### src/hdl/yuyv_to_rgb565_converter_macros.svh
// Assertion macros for the YUYV to RGB565 converter.
// Needs clk_i and rst_ni in the scope where a macro is used.
`ifndef YUYV_TO_RGB565_CONVERTER_MACROS_SVH
`define YUYV_TO_RGB565_CONVERTER_MACROS_SVH

// same-cycle implication, checked out of reset
`define Y2R_ASSERT_NOW(lbl, ante, cons, msg) \
  lbl: assert property (@(posedge clk_i) disable iff (!rst_ni) (ante) |-> (cons)) \
    else $error(msg);

// next-cycle implication, checked out of reset
`define Y2R_ASSERT_NEXT(lbl, ante, cons, msg) \
  lbl: assert property (@(posedge clk_i) disable iff (!rst_ni) (ante) |=> (cons)) \
    else $error(msg);

`endif

### src/hdl/y2r_pkg.sv
// Shared types, constants and functions of the YUYV to RGB565 converter.
// No dependencies.
package y2r_pkg;

  // color coefficients in units of 1/256
  localparam logic signed [8:0] CoefRV = 9'sd103;
  localparam logic signed [8:0] CoefGU = 9'sd88;
  localparam logic signed [8:0] CoefGV = 9'sd183;
  localparam logic signed [8:0] CoefBU = 9'sd198;

  // offset-binary chroma: flipping the MSB is the same as subtracting 128
  localparam logic [7:0] ChromaBias = 8'h80;

  localparam logic signed [9:0] ChanMax = 10'sd255;

  // chroma contributions to each channel, shared by both pixels of a pair
  typedef struct packed {
    logic signed [8:0] r_off;
    logic signed [8:0] g_off;
    logic signed [8:0] b_off;
  } chroma_t;

  function automatic logic [7:0] clamp_u8(input logic signed [9:0] x);
    logic [7:0] res;
    if (x > ChanMax) begin
      res = 8'hff;
    end else if (x[9]) begin
      res = 8'h00;
    end else begin
      res = x[7:0];
    end
    return res;
  endfunction

  // RGB565 with bytes swapped: R5 G3(high) in the low byte
  function automatic logic [15:0] pack565_swapped(input logic [7:0] r,
                                                   input logic [7:0] g,
                                                   input logic [7:0] b);
    logic [15:0] w;
    w = {r[7:3], g[7:2], b[7:3]};
    return {w[7:0], w[15:8]};
  endfunction

endpackage

### src/hdl/y2r_in_if.sv
// Input channel of the converter: one YUYV macropixel per beat.
// No dependencies.
interface y2r_in_if;
  logic       valid;
  logic       ready;
  logic [7:0] luma_first;
  logic [7:0] chroma_blue;
  logic [7:0] luma_second;
  logic [7:0] chroma_red;
  logic       frame_end;

  modport source (output valid, luma_first, chroma_blue, luma_second, chroma_red,
                  frame_end, input ready);
  modport sink   (input valid, luma_first, chroma_blue, luma_second, chroma_red,
                  frame_end, output ready);
endinterface

### src/hdl/y2r_out_if.sv
// Output channel of the converter: two byte-swapped RGB565 pixels per beat.
// No dependencies.
interface y2r_out_if;
  logic        valid;
  logic        ready;
  logic [15:0] pixel_first;
  logic [15:0] pixel_second;
  logic        frame_end_out;

  modport source (output valid, pixel_first, pixel_second, frame_end_out,
                  input ready);
  modport sink   (input valid, pixel_first, pixel_second, frame_end_out,
                  output ready);
endinterface

### src/hdl/yuyv_to_rgb565_converter.sv
// Channel  Dir  Beat content                                   Handshake
// in_i     in   luma_first, chroma_blue, luma_second,          valid/ready
//               chroma_red, frame_end
// out_o    out  pixel_first, pixel_second, frame_end_out       valid/ready
//
// One beat in and one beat out per clock when out_o is not stalled.
// A beat passes through the chroma stage register, then the output register.
// Both stages hold while out_o stalls; in_i stays ready while stage one is empty.
// Reset clears the two valid flags only; payload registers are not reset.
//
// Top level of the YUYV to RGB565 converter. Depends on y2r_pkg, y2r_in_if,
// y2r_out_if, y2r_chroma, y2r_lane and the assertion macro header.
`include "yuyv_to_rgb565_converter_macros.svh"

module yuyv_to_rgb565_converter (
  input  logic       clk_i,
  input  logic       rst_ni,
  y2r_in_if.sink     in_i,
  y2r_out_if.source  out_o
);
  import y2r_pkg::*;

  // stage one: shared chroma offsets plus both luma samples
  chroma_t    terms_d, terms_q;
  logic [7:0] luma0_q, luma1_q;
  logic       fe_q;
  logic       s1_valid_d, s1_valid_q;

  // output stage: lanes merged into one beat
  logic [15:0] pix0_d, pix0_q, pix1_d, pix1_q;
  logic        fe_out_q;
  logic        out_valid_d, out_valid_q;

  logic advance;   // output register may take stage one this cycle
  logic s1_load;   // stage one takes a new beat

  assign advance     = !out_valid_q || out_o.ready;
  assign in_i.ready  = !s1_valid_q || advance;
  assign s1_load     = in_i.valid && in_i.ready;

  assign s1_valid_d  = in_i.ready ? in_i.valid : s1_valid_q;
  assign out_valid_d = advance ? s1_valid_q : out_valid_q;

  // chroma is computed once per pair and shared by both lanes
  y2r_chroma u_chroma (
    .chroma_blue_i (in_i.chroma_blue),
    .chroma_red_i  (in_i.chroma_red),
    .terms_o       (terms_d)
  );

  y2r_lane u_lane0 (
    .luma_i  (luma0_q),
    .terms_i (terms_q),
    .pixel_o (pix0_d)
  );

  y2r_lane u_lane1 (
    .luma_i  (luma1_q),
    .terms_i (terms_q),
    .pixel_o (pix1_d)
  );

  always_ff @(posedge clk_i or negedge rst_ni) begin
    if (!rst_ni) begin
      s1_valid_q  <= 1'b0;
      out_valid_q <= 1'b0;
    end else begin
      s1_valid_q  <= s1_valid_d;
      out_valid_q <= out_valid_d;
    end
  end

  // capture a new pair only on an accepted beat
  always_ff @(posedge clk_i) begin
    if (s1_load) begin
      terms_q <= terms_d;
      luma0_q <= in_i.luma_first;
      luma1_q <= in_i.luma_second;
      fe_q    <= in_i.frame_end;
    end
  end

  // merge both lanes and the frame mark into the output beat; hold on stall
  always_ff @(posedge clk_i) begin
    if (advance && s1_valid_q) begin
      pix0_q   <= pix0_d;
      pix1_q   <= pix1_d;
      fe_out_q <= fe_q;
    end
  end

  assign out_o.valid         = out_valid_q;
  assign out_o.pixel_first   = pix0_q;
  assign out_o.pixel_second  = pix1_q;
  assign out_o.frame_end_out = fe_out_q;

  // input may only back off when both stages are full and the output stalls
  `Y2R_ASSERT_NOW(a_ready_only_when_full, !in_i.ready, s1_valid_q && out_valid_q && !out_o.ready, "input stalled while pipeline has room")

  // a stalled output beat must not be overwritten by stage one
  `Y2R_ASSERT_NEXT(a_out_hold, out_valid_q && !out_o.ready, out_valid_q && $stable(pix0_q) && $stable(pix1_q) && $stable(fe_out_q), "output beat changed under stall")

  // a full stage one that advances always reaches the output
  `Y2R_ASSERT_NEXT(a_s1_forward, s1_valid_q && advance, out_valid_q, "stage one beat lost")

endmodule

### src/hdl/y2r_chroma.sv
// Chroma unit: turns the shared U/V pair into per-channel offsets.
// Depends on y2r_pkg.
module y2r_chroma (
  input  logic             [7:0] chroma_blue_i,
  input  logic             [7:0] chroma_red_i,
  output y2r_pkg::chroma_t       terms_o
);
  import y2r_pkg::*;

  logic signed [7:0]  u_s, v_s;
  logic signed [16:0] prod_rv, prod_gu, prod_gv, prod_bu;

  assign u_s = signed'(chroma_blue_i ^ ChromaBias);
  assign v_s = signed'(chroma_red_i ^ ChromaBias);

  assign prod_rv = 17'(v_s * CoefRV);
  assign prod_gu = 17'(u_s * CoefGU);
  assign prod_gv = 17'(v_s * CoefGV);
  assign prod_bu = 17'(u_s * CoefBU);

  // [16:8] of a signed product is its floor shift by 8
  always_comb begin
    terms_o.r_off = {v_s[7], v_s} + prod_rv[16:8];
    terms_o.g_off = 9'sd0 - prod_gu[16:8] - prod_gv[16:8];
    terms_o.b_off = {u_s[7], u_s} + prod_bu[16:8];
  end

endmodule

### src/hdl/y2r_lane.sv
// Pixel lane: adds luma to the chroma offsets, clamps and packs one pixel.
// Depends on y2r_pkg.
module y2r_lane (
  input  logic             [7:0]  luma_i,
  input  y2r_pkg::chroma_t        terms_i,
  output logic             [15:0] pixel_o
);
  import y2r_pkg::*;

  logic signed [9:0] r_sum, g_sum, b_sum;

  assign r_sum = signed'({2'b00, luma_i}) + {terms_i.r_off[8], terms_i.r_off};
  assign g_sum = signed'({2'b00, luma_i}) + {terms_i.g_off[8], terms_i.g_off};
  assign b_sum = signed'({2'b00, luma_i}) + {terms_i.b_off[8], terms_i.b_off};

  assign pixel_o = pack565_swapped(clamp_u8(r_sum), clamp_u8(g_sum), clamp_u8(b_sum));

endmodule

### src/flat_wrapper.sv
// flat-port wrapper written by rule: the top's interface ports become plain ports
module yuyv_to_rgb565_converter_flat import y2r_pkg::*;
  (clk_i, rst_ni, in_i_valid, in_i_luma_first, in_i_chroma_blue, in_i_luma_second, in_i_chroma_red, in_i_frame_end, in_i_ready, out_o_valid, out_o_pixel_first, out_o_pixel_second, out_o_frame_end_out, out_o_ready);
  y2r_in_if in_i_i ();
  y2r_out_if out_o_i ();
  input  logic clk_i;
  input  logic rst_ni;
  input wire logic [$bits(in_i_i.valid)-1:0] in_i_valid;
  input wire logic [$bits(in_i_i.luma_first)-1:0] in_i_luma_first;
  input wire logic [$bits(in_i_i.chroma_blue)-1:0] in_i_chroma_blue;
  input wire logic [$bits(in_i_i.luma_second)-1:0] in_i_luma_second;
  input wire logic [$bits(in_i_i.chroma_red)-1:0] in_i_chroma_red;
  input wire logic [$bits(in_i_i.frame_end)-1:0] in_i_frame_end;
  output wire logic [$bits(in_i_i.ready)-1:0] in_i_ready;
  output wire logic [$bits(out_o_i.valid)-1:0] out_o_valid;
  output wire logic [$bits(out_o_i.pixel_first)-1:0] out_o_pixel_first;
  output wire logic [$bits(out_o_i.pixel_second)-1:0] out_o_pixel_second;
  output wire logic [$bits(out_o_i.frame_end_out)-1:0] out_o_frame_end_out;
  input wire logic [$bits(out_o_i.ready)-1:0] out_o_ready;
  assign in_i_i.valid = in_i_valid;
  assign in_i_i.luma_first = in_i_luma_first;
  assign in_i_i.chroma_blue = in_i_chroma_blue;
  assign in_i_i.luma_second = in_i_luma_second;
  assign in_i_i.chroma_red = in_i_chroma_red;
  assign in_i_i.frame_end = in_i_frame_end;
  assign in_i_ready = in_i_i.ready;
  assign out_o_valid = out_o_i.valid;
  assign out_o_pixel_first = out_o_i.pixel_first;
  assign out_o_pixel_second = out_o_i.pixel_second;
  assign out_o_frame_end_out = out_o_i.frame_end_out;
  assign out_o_i.ready = out_o_ready;
  yuyv_to_rgb565_converter u_core (.clk_i(clk_i), .rst_ni(rst_ni), .in_i(in_i_i), .out_o(out_o_i));
endmodule
### config.mk
export PLATFORM = sky130hd
export DESIGN_NAME = yuyv_to_rgb565_converter_flat
export DESIGN_NICKNAME = d
export VERILOG_FILES = /design/src/hdl/y2r_pkg.sv /design/src/hdl/y2r_in_if.sv /design/src/hdl/y2r_out_if.sv /design/src/hdl/yuyv_to_rgb565_converter.sv /design/src/hdl/y2r_chroma.sv /design/src/hdl/y2r_lane.sv /design/src/flat_wrapper.sv
export VERILOG_INCLUDE_DIRS = /design/src /design/src/hdl
export SDC_FILE = /design/constraint.sdc
export NUM_CORES = 1
export LEC_CHECK = 0
export ABC_AREA = 1
export ABC_CLOCK_PERIOD_IN_PS = 7800
export BUFFER_PORTS_ARGS = -buffer_cell sky130_fd_sc_hd__buf_2
export CAP_MARGIN = 20
export CORE_MARGIN = 2
export CORE_UTILIZATION = 25
export CTS_CLUSTER_DIAMETER = 200
export DETAILED_ROUTE_END_ITERATION = 16
export PLACE_DENSITY_LB_ADDON = 0.05
export RECOVER_POWER = 25
export REMOVE_ABC_BUFFERS = 1
export SLEW_MARGIN = 20
export SYNTH_ARGS = -nofsm -noshare
export SYNTH_HDL_FRONTEND = slang
export SYNTH_SLANG_ARGS = --single-unit
### constraint.sdc
create_clock -name clk_i -period 7.8 [get_ports clk_i]
set_input_delay 0.78 -clock clk_i [delete_from_list [all_inputs] [get_ports clk_i]]
set_output_delay 0.78 -clock clk_i [all_outputs]
set_load 0.01 [all_outputs]
==> results of run 1 <==
==> metal layers <==
metal / share of wire, % / wire length, µm / vias up / global-route usage [%]
li1: - / - / 4140 / -
met1: 51 / 13300 / 3541 / 17.9
met2: 45 / 11600 / 97 / 20.2
met3: 2.3 / 594 / 19 / 1.15
met4: 1.5 / 376 / 0 / 3.35
met5: 0 / 0 / - / 0
==> kinds of logic after synthesis <==
group	synth area share (%)
AOI/OAI and AO/OA	7.07
xor gates and xnor gates	7.16
adders and majority gates	35.1
buffers and inverters	9.84
DFF	22.9
and+or+nand+nor	18.0
==> state kept, by name, indices dropped and copies added (netlist names) <==
| signal | flops |
|---|---|
| u_core.fe_q | 1 |
| u_core.out_o.pixel_first | 16 |
| u_core.s1_valid_q | 1 |
| u_core.luma0_q | 8 |
| u_core.terms_q | 27 |
| u_core.out_o.pixel_second | 16 |
| u_core.luma1_q | 8 |
| u_core.out_o.valid | 1 |
| u_core.out_o.frame_end_out | 1 |
==> worst max-delay path: stages <==
cell and delay, ns:
buf_2 0.39, inv_1 0.32, ha_1 0.36, ha_1 0.28, fa_1 0.48, inv_1 0.05, fa_1 0.53, inv_1 0.04
ha_1 0.32, a21oi_1 0.15, nand2_1 0.11, nand2_1 0.09, nand2_2 0.07, xnor2_1 0.14, inv_1 0.05, ha_1 0.26
inv_1 0.06, ha_1 0.17, inv_1 0.07, fa_1 0.40, o21ai_0 0.30, a21oi_1 0.11, nor2_1 0.11, nor2_1 0.06
xnor2_1 0.12
==> through the flow <==
stage          util, %  power, W  setup WS, ns  instances
2_1_floorplan        -   0.00322          2.58       1221
3_3_place_gp      27.8   0.00409          1.68       1824
3_5_place_dp      27.9   0.00406          1.59       1825
4_1_cts           28.6   0.00454          1.98       1841
5_1_grt           28.6   0.00502          1.56       1842
6_report          28.6   0.00445          2.06       1842
==> worst paths after layout <==
check / end
min reg2reg: u_core.out_o.frame_end_out
max in group asynchronous: u_core.s1_valid_q
max reg2reg: u_core.out_o.pixel_first[6]
max: u_core.terms_q[16]
min: u_core.out_o.valid
min in group clk_i: u_core.out_o.frame_end_out
==> cells in the mapped netlist <==
cell,instances
o221ai_1,1
nor2_1,36
xnor2_1,32
ha_1,200
inv_4,1
nor3b_4,1
nor3b_2,3
a21oi_1,94
nor2_2,1
o21ai_0,15
xor2_2,4
xor2_1,45
nor3_2,1
a221oi_1,1
o21ai_2,2
edfxtp_1,77
dfrtp_1,2
a21oi_2,1
nand3b_1,1
a211oi_1,4
nor4_1,2
or2_2,12
nand2_2,10
nand2_1,222
buf_6,1
nand4_1,19
nand3_1,85
fa_1,56
o211ai_1,4
nor3_1,4
o31ai_2,1
nand3_2,8
nor2_4,1
o21bai_1,4
inv_1,264
a21o_1,5
inv_2,2
==> area by class of cell <==
class                      instances  share of cell area (%)
clock buffer                      10                    1.96
clock inverter                     6                   0.643
inverter                         267                    8.61
multi-input combinational        875                    59.5
sequential                        79                    20.2
tap                              532                    5.70
timing repair buffer              73                    3.35
==> power by group through the flow <==
stage,clock network (W),logic [W],registers (W)
2_1_floorplan,0,0.00229,0.000936
3_3_place_gp,0,0.00316,0.000931
3_5_place_dp,0,0.00313,0.000929
4_1_cts,0.000461,0.00315,0.000921
5_1_grt,0.000472,0.00361,0.000934
6_report,0.000439,0.00309,0.000914
==> reports/results.ini, run 1 <==
[outcome]
status = finished, final reports clean

[timing]
skew_ns = 0.00903
final-max-slew-violation-count = 0
setup_viol = 0
setup_tns_ns = 0
max_freq_mhz = 174
fin_hold_ws_ns = 0.215
max_slew_margin_pct = 1.92
tightest_slew_ns = 1.47
fin_crit_sh_pct = 73.5
post-route-min-period_ns = 5.74
rsz0062_at_grt = no
finalHoldViolations = 0

[global_route]
first_global_vias = 8046
track_usage_pct = 12.5
gr-total-overflow = 0
antenna_found_initial = 0
grt_pass1_wl_um = 43000
grt_max_degree = 45

[route]
vias = 7797
firstDrtPassIters = 6
drc = 0
vias_per_cell = 4.23
antenna_left = 0
avgRoutedWirePerCell_um = 14.0
drt_iter0_drc = 263
wl_um = 25800

[clocking]
cts_buffers = 9
cts_sinks = 79
insertion_delay_ns = 0.35
cts.path.max_buffers = 2
clockRootBuffer = clkbuf_16
cts_resized = 0
postCtsHoldBufs = 0
htree_levels = 3
cts_tree = built
clkTransAtPathRegs_ns = 0.06
cts_setup_buffers = 0

[floorplan]
num_rows = 74
coreArea_um2 = 40800
io_pins = 72
fp.dieH_um = 207
die-area_um2 = 42900
start_util_pct = 25.3
die_w_um = 207

[cells_and_area]
nets = 1598
diodes = 0
final_cell_mix = inv_1 (264), nand2_1 (222), ha_1 (200), a21oi_1 (94), nand3_1 (85)
final_layout_size_suffix_gt1_share_pct = 9.39
fin_area_um2 = 11700
multi_input_comb_area_um2 = 6950
n_fill_cell = 4422
final_common_cell = inv_1
ff_latch_area_um2 = 2360
area_growth_syn_to_layout_pct = 13.1

[critical_path]
reg2reg_slack_ns = 5.57
cp.arrival_ns = 5.84
crit_path_end_kind = register
r2r-start = u_core.luma0_q[0]
worstSetupStartpoint = in_i_chroma_red[7]
cp.required_ns = 7.90
path_max_fanout = 13
worstSetupPathType = in -> reg
cp-start-kind = input port
r2r_cells = 8

[placement]
post_dp_cell_area_um2 = 11400
hpwlAfterDp_um = 22400
place.gp.congestion = 0.798
portBuffers = 71

[power_and_ir_drop]
power_density_nw_per_um2 = 381
internal_power_w = 0.00232
switching_share_pct = 47.8
combPwrFrac_pct = 69.6
vdd_ir_drop_max_mv = 0.166
power_leakage_nw = 6.00
p_seq_share_pct = 20.6
clockPowerShare_pct = 9.9
p_sw_w = 0.00212

[synthesis]
synth_warnings = 0
synth.yosys.seq_area_share_pct = 22.9
synth_top_cell_area_share_pct = 24.2
syn_inst = 1222
ys_seq_elements = 79
synth.area.top_cells = ha_1 (24%), edfxtp_1 (22%), fa_1 (11%), inv_1 (9.6%), nand2_1 (8.1%)
synthDistinctLibCells = 37
yosysTopAreaCell = ha_1
synth_area_um2 = 10300
syn_area_per_cell_um2 = 8.45

[hold_path]
hold_class = in -> async

[flow_run]
drv_cap = 0

(Power assumes the default switching activity.)
==> run 2, diff against run 1 <==
--- a/config.mk
+++ b/config.mk
@@ -7,7 +7,7 @@
 export NUM_CORES = 1
 export LEC_CHECK = 0
 export ABC_AREA = 1
-export ABC_CLOCK_PERIOD_IN_PS = 7800
+export ABC_CLOCK_PERIOD_IN_PS = 5500
 export BUFFER_PORTS_ARGS = -buffer_cell sky130_fd_sc_hd__buf_2
 export CAP_MARGIN = 20
 export CORE_MARGIN = 2
==> constraint.sdc (replaced) <==
create_clock -name clk_i -period 5.5 [get_ports clk_i]
set_input_delay 0.55 -clock clk_i [delete_from_list [all_inputs] [get_ports clk_i]]
set_output_delay 0.55 -clock clk_i [all_outputs]
set_load 0.01 [all_outputs]
==> run 2 against run 1 <==
Net effect:
- worst setup slack worse by 1.5 ns
- total power up 46%
- via count is 0.78% higher
- clock power rose by 52%
- largest power group unchanged
==> reports/results.ini, run 2 (synthesized netlist as in run 1, its figures left out) <==
[global_route]
antenna_found_initial = 0  ; unchanged
grt_max_degree = 45  ; unchanged
gr-total-overflow = 0  ; unchanged
grt_pass1_wl_um = 43400  ; +1.1%
track_usage_pct = 12.6  ; +0.070 points
first_global_vias = 8160  ; +1.4%

[clocking]
insertion_delay_ns = 0.35  ; about the same
cts_buffers = 9  ; unchanged
cts_sinks = 79  ; unchanged
htree_levels = 3  ; unchanged
cts_resized = 0  ; unchanged
postCtsHoldBufs = 1  ; +1
cts_setup_buffers = 0  ; unchanged
cts_tree = built
clkTransAtPathRegs_ns = 0.06  ; about the same
clockRootBuffer = clkbuf_16
cts.path.max_buffers = 2  ; unchanged

[power_and_ir_drop]
p_sw_w = 0.00306  ; +44%
p_seq_share_pct = 20.0  ; -0.6 points
power_leakage_nw = 6.07  ; +1.2%
power_density_nw_per_um2 = 548  ; +44%
switching_share_pct = 47.2  ; -0.58 points
combPwrFrac_pct = 69.7  ; about the same
clockPowerShare_pct = 10.3  ; +0.4 points
vdd_ir_drop_max_mv = 0.314  ; +89%
internal_power_w = 0.00342  ; +47%

[timing]
max_freq_mhz = 201
post-route-min-period_ns = 4.97
setup_tns_ns = 0  ; unchanged
max_slew_margin_pct = 3.60  ; +1.7 points
finalHoldViolations = 0  ; unchanged
setup_viol = 0  ; unchanged
final-max-slew-violation-count = 0  ; unchanged
fin_hold_ws_ns = 0.379  ; +0.164 ns
tightest_slew_ns = 1.45  ; -0.0251 ns
rsz0062_at_grt = no
fin_crit_sh_pct = 90.4
skew_ns = 0.00668  ; -0.00235 ns

[floorplan]
num_rows = 74  ; unchanged
coreArea_um2 = 40800  ; unchanged
start_util_pct = 25.3  ; unchanged
die-area_um2 = 42900  ; unchanged
io_pins = 72  ; unchanged
fp.dieH_um = 207  ; unchanged
die_w_um = 207  ; unchanged

[route]
wl_um = 25800  ; -0.17%
drc = 0  ; unchanged
vias_per_cell = 4.22  ; -0.25%
vias = 7858  ; +0.78%
firstDrtPassIters = 4  ; -2
avgRoutedWirePerCell_um = 13.9  ; -1.2%
antenna_left = 0  ; unchanged
drt_iter0_drc = 252  ; -4.2%

[hold_path]
hold_class = in -> reg

[placement]
place.gp.congestion = 0.785  ; -1.6%
portBuffers = 71  ; unchanged
hpwlAfterDp_um = 22400  ; about the same

[critical_path]
cp.required_ns = 5.60  ; -2.30 ns
r2r_cells = 9  ; +1
path_max_fanout = 4  ; -9
rr_endpoint = u_core.out_o.pixel_second[11]
r2r-start = u_core.luma1_q[0]
crit_path_end_kind = register
cp.arrival_ns = 5.08  ; -0.76 ns
worstSetupStartpoint = in_i_chroma_red[5]
cp_slowest_cell = fa_1
worstSetupPathType = in -> reg
endpoint = u_core.terms_q[16]
cp-start-kind = input port
critPathMaxStageDelay_ns = 0.53  ; about the same
cp_common_cell = inv_1
reg2reg_slack_ns = 3.24  ; -2.33 ns

[cells_and_area]
multi_input_comb_area_um2 = 6950  ; unchanged
n_fill_cell = 4429  ; +0.16%
ff_latch_area_um2 = 2360  ; unchanged
final_common_cell = inv_1
final_cell_mix = inv_1 (263), nand2_1 (222), ha_1 (200), a21oi_1 (94), nand3_1 (85)
final_layout_size_suffix_gt1_share_pct = 9.93  ; +0.54 points
diodes = 0  ; unchanged
largest_register = u_core.terms_q
area_growth_syn_to_layout_pct = 14.5
nets = 1618  ; +1.3%
largest_reg_flops = 27  ; unchanged

[outcome]
status = finished, final reports clean

[flow_run]
drv_cap = 0  ; unchanged

run 2: worst min-delay path by stage:
stage | start | to | slack (ns) | cells after the start
final | in_i_luma_first[0] | u_core.luma0_q[0] | 0.38 | 1
after global routing | in_i_luma_first[0] | u_core.luma0_q[0] | 0.37 | 1
after CTS | in_i_luma_first[2] | u_core.luma0_q[2] | 0.36 | 1
after detailed placement | rst_ni | u_core.s1_valid_q | 0.34 | 1
after global placement | rst_ni | u_core.s1_valid_q | 0.34 | 1
after floorplan | rst_ni | u_core.out_o.valid | 0.25 | 0
run 2: metal layers:
layer  global-route usage [%]  wire (µm)  vias to the layer above
met2                     20.3      11500                       79
met4                     2.81        260                        0
met1                     18.2      13500                     3581
met5                        0          0                        -
met3                     1.21        548                       14
li1                         -          -                     4184
run 2: critical path: cells and delay by family:
family	cells	cell delay, ns
fa+ha+maj	8	2.76
xor+xnor	2	0.24
simple gates	7	0.53
buf+inv	8	0.64
compound gates	2	0.35
run 2: metrics by stage:
step | total power (W) | instance area, µm² | utilization (%) | setup WS (ns) | std cells
2_1_floorplan | 0.00457 | 10300 | - | 0.512 | 1221
3_3_place_gp | 0.00595 | 11500 | 28.2 | 0.152 | 1844
3_5_place_dp | 0.00589 | 11500 | 28.2 | 0.0912 | 1845
4_1_cts | 0.00660 | 11900 | 29.0 | 0.488 | 1861
5_1_grt | 0.00728 | 11800 | 29.0 | 0.0934 | 1861
6_report | 0.00648 | 11800 | 29.0 | 0.527 | 1861
run 2: cell type report:
type	count	share of cell area (%)
Clock buffer	10	1.94
Inverter	267	8.50
Tap cell	532	5.63
Multi-Input combinational cell	875	58.8
Timing Repair Buffer	93	4.37
Sequential cell	79	20.0
Clock inverter	5	0.825
run 2: power by group through the flow:
| stage | Clock (W) | Combinational, W | Sequential (W) |
|---|---|---|---|
| 6_report | 0.000668 | 0.00452 | 0.00130 |
| 5_1_grt | 0.000716 | 0.00524 | 0.00132 |
| 2_1_floorplan | 0 | 0.00324 | 0.00133 |
| 4_1_cts | 0.000694 | 0.00461 | 0.00130 |
| 3_3_place_gp | 0 | 0.00463 | 0.00132 |
| 3_5_place_dp | 0 | 0.00458 | 0.00131 |
